$ cat config.mk
export PLATFORM = sky130hd
export DESIGN_NAME = mxst_ctrl
export DESIGN_NICKNAME = d
export VERILOG_FILES = /design/src/mxst_pkg.sv /design/src/mxst_ctrl.sv
export SDC_FILE = /design/constraint.sdc
export NUM_CORES = 1
export LEC_CHECK = 0
export BUFFER_PORTS_ARGS = -buffer_cell sky130_fd_sc_hd__buf_2
export CORE_ASPECT_RATIO = 0.9
export CORE_MARGIN = 2
export CORE_UTILIZATION = 40
export CTS_CLUSTER_DIAMETER = 50
export DETAILED_ROUTE_END_ITERATION = 8
export PLACE_DENSITY = 0.64
export SLEW_MARGIN = 15
export SYNTH_ARGS = -nofsm -noshare
export SYNTH_HDL_FRONTEND = slang
export SYNTH_SLANG_ARGS = --single-unit
$ cat constraint.sdc
create_clock -name clk_i -period 2.6 [get_ports clk_i]
set_clock_uncertainty 0.15 [all_clocks]
set_input_delay 0.39 -clock clk_i [delete_from_list [all_inputs] [get_ports clk_i]]
set_output_delay 0.39 -clock clk_i [all_outputs]
set_load 0.005 [all_outputs]
$ cat src/mxst_pkg.sv
`timescale 1ns / 1ps

package mxst_pkg;

  localparam int unsigned KeyBitsDef  = 32;
  localparam int unsigned MaxItemsDef = 1024;

  typedef struct packed {
    logic [31:0] element;
    logic        restart;
  } in_req_t;

  typedef struct packed {
    logic [31:0] best_xor;
    logic [10:0] left_index;
    logic [10:0] right_index;
    logic        overflow;
  } out_rsp_t;

  typedef enum logic [3:0] {
    CMD_NONE,
    CMD_LOAD,
    CMD_ZERO_START,
    CMD_INS_START,
    CMD_INS_STEP,
    CMD_INS_LEAF,
    CMD_Q_START,
    CMD_Q_STEP,
    CMD_FINISH,
    CMD_EMIT
  } cmd_op_e;

  typedef struct packed {
    cmd_op_e op;
  } cmd_t;

  typedef struct packed {
    logic ovf;
    logic need_zero;
    logic last_level;
  } status_t;

endpackage

$ cat src/mxst_ctrl.sv
`timescale 1ns / 1ps

module mxst_ctrl import mxst_pkg::*; (
  input  logic    clk_i,
  input  logic    rst_ni,
  input  logic    in_valid_i,
  output logic    in_ready_o,
  output logic    out_valid_o,
  input  logic    out_ready_i,
  input  status_t status_i,
  output cmd_t    cmd_o
);

  typedef enum logic [7:0] {
    ST_IDLE    = 8'b0000_0001,
    ST_START   = 8'b0000_0010,
    ST_INS     = 8'b0000_0100,
    ST_INS_LF  = 8'b0000_1000,
    ST_Q_START = 8'b0001_0000,
    ST_Q       = 8'b0010_0000,
    ST_FINISH  = 8'b0100_0000,
    ST_EMIT    = 8'b1000_0000
  } state_e;

  state_e state_q, state_d;
  logic   out_valid_q, out_valid_d;

  assign in_ready_o  = (state_q == ST_IDLE);
  assign out_valid_o = out_valid_q;

  always_comb begin
    state_d     = state_q;
    cmd_o.op    = CMD_NONE;
    out_valid_d = out_valid_q && !out_ready_i;
    unique case (state_q)
      ST_IDLE: if (in_valid_i) begin
        cmd_o.op = CMD_LOAD; state_d = ST_START;
      end
      ST_START: begin
        if (status_i.ovf) begin
          state_d = ST_EMIT;
        end else if (status_i.need_zero) begin
          cmd_o.op = CMD_ZERO_START; state_d = ST_INS;
        end else begin
          cmd_o.op = CMD_INS_START; state_d = ST_INS;
        end
      end
      ST_INS: begin
        cmd_o.op = CMD_INS_STEP;
        if (status_i.last_level) state_d = ST_INS_LF;
      end
      ST_INS_LF: begin
        cmd_o.op = CMD_INS_LEAF;
        state_d  = status_i.need_zero ? ST_START : ST_Q_START;
      end
      ST_Q_START: begin
        cmd_o.op = CMD_Q_START; state_d = ST_Q;
      end
      ST_Q: begin
        cmd_o.op = CMD_Q_STEP;
        if (status_i.last_level) state_d = ST_FINISH;
      end
      ST_FINISH: begin
        cmd_o.op = CMD_FINISH; state_d = ST_EMIT;
      end
      ST_EMIT: if (!out_valid_q || out_ready_i) begin
        cmd_o.op = CMD_EMIT; out_valid_d = 1'b1; state_d = ST_IDLE;
      end
      default: state_d = ST_IDLE;
    endcase
  end

  always_ff @(posedge clk_i or negedge rst_ni) begin
    if (!rst_ni) begin
      state_q     <= ST_IDLE;
      out_valid_q <= 1'b0;
    end else begin
      state_q     <= state_d;
      out_valid_q <= out_valid_d;
    end
  end

endmodule

* Yosys cells after proc, flatten, opt, wreduce, memory -nomap -nowiden
Index checks and enable logic that the tools add are counted.
Cells by class: $add $sub $neg 0, $mul 0, div/mod/pow operators 0, magnitude comparators 0, equality and inequality tests 12, shifts and indexed selects 0, multiplexer cells 14, bitwise operators 0, reductions and logical operators 5
Operator list (count):
- one-hot mux 8 bit (8 select lines) | 1
- two-way mux 8 bit | 5
- one-hot mux 4 bit (8 select lines) | 1
- equality test 8 x 1 -> 1 bit, second input constant | 1
- equality test 8 x 2 -> 1 bit, second input constant | 1
- equality test 8 x 3 -> 1 bit, second input constant | 1
- equality test 8 x 4 -> 1 bit, second input constant | 1
- equality test 8 x 5 -> 1 bit, second input constant | 1
- equality test 8 x 6 -> 1 bit, second input constant | 1
- equality test 8 x 7 -> 1 bit, second input constant | 1
- equality test 8 bit, second input constant | 1
- inequality test 2 bit, second input constant | 4
- two-way mux 5 bit | 1
- two-way mux 1 bit | 4
- two-way mux 4 bit | 1
- AND reduction 4 bit | 1
- zero test 1 bit | 2
- two-way mux 2 bit | 1
- logical AND 1 bit | 1
- logical OR 1 bit | 1
Storage, ports and cells: register bits after elaboration 9, bits in latches 0, bits in writable memories 0, memory bits (read-only) 0, input port bits 7, logic and storage cells 33, memories kept 0

* Longest topological paths before layout
depth in word-level cells 4, mapped depth 4

* Least setup slack after synthesis
OpenSTA, ideal clock, no wires.
path type register to output, start point register state_q[7], end point output port cmd_o[0] (netlist name), data arrival time 1.278 ns, required time 2.060 ns, setup slack 0.782 ns, cell stages (with the launch flop) 5, path buffers 0, cells stage by stage dfrtp_1 -> nor4_4 -> and4b_2 -> nand2_1 -> o2111ai_1
RTL lines:
- start, declared | line mxst_ctrl.sv:25 | state_e state_q, state_d;
- start signal, assigned | line mxst_ctrl.sv:78 | state_q <= state_d;
- end, declared | line mxst_ctrl.sv:11 | output cmd_t cmd_o

==> run_results.csv <==
group,metric,value,unit
status,status,"completed",
power,leakage,0.329,nW
detailed_routing,drt_wl_total,1.29,mm
detailed_routing,vias,570,
timing,hold_violations,0,
cells_and_area,final_cells,97,
cells_and_area,final_cell_mix,"buf_2, dfrtp_1, nor2_1, nand2_1",
cells_and_area,n_antenna_cell,0,
detailed_routing,drc_errors,0,
timing,fin_crit_sh,0.891,
cells_and_area,finalNetCount,90,
logic_synthesis,synth_seq_cells,9,
power,power_density,830,nW/um2
logic_synthesis,synth_fa_ha_area_frac,0,
logic_synthesis,synth-simple-area-share,0.408,
clock_tree,clk_transition_reported_paths,0.06,ns
critical_path,worstSetupEndpointType,"primary output",
timing,slew_violations,0,
clock_tree,clock_sinks,9,
critical_path,arrival,1.78,ns
global_route,overflow,0,
critical_path,critPathLaunchType,"flop",
floorplan,die_y,40.6,um
logic_synthesis,synth_seq_area_share,0.380,
global_route,first_global_vias,439,
timing,tightestPinTransition,0.432,ns
floorplan,rows,13,
placed_design,dp.cells,92,
cells_and_area,design_area,718,um2
clock_tree,numCtsBuffers,3,
clock_tree,cts_root_buf,"clkbuf_4",
placed_design,gp_congestion,0.768,
logic_synthesis,postSynthAreaPerCell,9.31,um2
logic_synthesis,syn-num-nets,71,
clock_tree,htree_levels,1,
logic_synthesis,ys_types,29,
cells_and_area,layout_commonest_cell,"buf_2",
timing,timing.hold.ws,0.154,ns
floorplan,coreArea,1420,um2
cells_and_area,area_growth,20.6,%
power,peakVddDrop,0.413,mV
global_route,antenna_found_initial,0,
timing,rsz0062_at_grt,"false",
logic_synthesis,muxShareOfSynthArea,0,
floorplan,die_w,44.7,um
global_route,track_usage,0.166,
placed_design,dp_hpwl,1.07,mm
placed_design,portBuffers,12,
timing,finalSetupViolations,0,
logic_synthesis,synth_compound_area_frac,0.155,
timing,clock.fmax,432,MHz
critical_path,critical_path_peak_fanout,8,
critical_path,path_class,"reg2out",
detailed_routing,first_pass_iters,4,
clock_tree,cts_resized,0,
global_route,grt_max_degree,10,
detailed_routing,avgViaCountPerCell,5.88,
floorplan,initial_utilization,0.421,
clock_tree,cts_tree,"built",
logic_synthesis,synth_top_family_by_area,"simple AND/OR/NAND/NOR gates",
clock_tree,clockBufferDepth,2,
detailed_routing,initialDrtViolationCount,22,
flow_run,maxCapViolCount,0,
clock_tree,clk_latency,0.26,ns
floorplan,pin_count,13,
logic_synthesis,syn_inst,64,
timing,layout_min_cycle_time,2.32,ns
min_path,hold_path.class,"in2reg",
detailed_routing,drtAntennaViolNets,0,
timing,slew_headroom,0.710,
cells_and_area,drive_gt1_frac,0.280,
timing,fin_setup_tns,0,ns
detailed_routing,wl_per_cell,13.3,um
placed_design,post_dp_cell_area,682,um2
logic_synthesis,synth_area,596,um2
floorplan,die-area,1810,um2
global_route,grt_pass1_wl,1.98,mm
critical_path,r2r_cells,4,
logic_synthesis,yosys_warnings,0,
critical_path,cp_data_required_time,2.06,ns
logic_synthesis,synth-xor-area-share,0.0441,
min_path,holdPathStages,2,
[report_power, final]
group | internal (mW) | switching, mW
registers | 0.167 | 0.0376
logic | 0.142 | 0.144
clock network | 0.0589 | 0.0455
total | 0.369 | 0.228
[final timing paths]
| path | slack (ns) | to | start |
|---|---|---|---|
| setup / recovery | 0.28 | cmd_o[0] | state_q[7] |
| hold / removal | 0.15 | state_q[4] | status_i[1] |
| setup reg to reg | 0.74 | state_q[6] | state_q[7] |
| hold reg to reg | 0.44 | out_valid_o | out_valid_o |
| max in group asynchronous | 1.71 | state_q[0] | rst_ni |
| min in group asynchronous | 0.35 | state_q[5] | rst_ni |
[what timing repair did]
item,CTS,global route
buffers inserted,0,0
hold buffers,1,0
endpoints found under the hold margin,8,0
[sequential cells by signal (all words and copies together), names as in the netlist]
name	cells
state_q	8
out_valid_o	1
[cell usage after synthesis]
master / instances / area [um2]
a21o_1: 1 / 7.51
a21oi_1: 4 / 20.0
a31o_1: 1 / 8.76
a31oi_1: 1 / 6.26
a41oi_1: 1 / 8.76
and2b_2: 1 / 8.76
and4b_1: 1 / 10.0
and4b_2: 1 / 11.3
dfrtp_1: 8 / 200
dfstp_2: 1 / 26.3
inv_1: 2 / 7.51
nand2_1: 6 / 22.5
nand2_2: 1 / 6.26
nand3_1: 4 / 20.0
nand4_1: 1 / 6.26
nand4b_1: 4 / 35.0
nor2_1: 7 / 26.3
nor2b_1: 3 / 18.8
nor3_1: 2 / 10.0
nor4_1: 1 / 6.26
nor4_2: 1 / 12.5
nor4_4: 2 / 42.5
o2111a_1: 1 / 11.3
o2111ai_1: 1 / 8.76
o21ai_1: 3 / 15.0
o22ai_1: 1 / 6.26
or2_1: 1 / 6.26
xnor2_1: 1 / 8.76
xor2_1: 2 / 17.5
[metal layers]
layer	wire length [um]	part of all wire	vias up	GRT usage
li1	-	-	285	-
met1	643	0.50	268	0.222
met2	575	0.45	15	0.236
met3	55	0.043	2	0.0405
met4	13	0.010	0	0.114
met5	0	0	-	0
[cell families (layout without fill, tap and decap cells)]
group / after synthesis / after routing
AO/OA/AOI/OAI: 14 / 14
XOR/XNOR: 3 / 3
buffers and inverters: 2 / 20
flip-flops: 9 / 9
AND/OR/NAND/NOR: 36 / 36
[critical path: stages (launching register included)]
cell	delay, ns
dfrtp_1	0.42
nor4_4	0.48
and4b_2	0.34
nand2_1	0.06
o2111ai_1	0.09
buf_2	0.14
[per-stage QoR]
step	setup WS [ns]	utilization	total power, mW
detailed placement	0.584	0.482	0.491
finish	0.285	0.508	0.596
global route	0.186	0.508	0.647
CTS	0.298	0.508	0.598
floorplan	0.782	-	0.406
global placement	0.609	0.482	0.487
[cell type report]
type	instances	area (um2)
Sequential cell	9	226
Clock buffer	4	26.3
Tap cell	15	18.8
Fill cell	138	697
Multi-Input combinational cell	53	362
Inverter	2	7.51
Timing Repair Buffer	14	77.6
(Power assumes the default switching activity.)
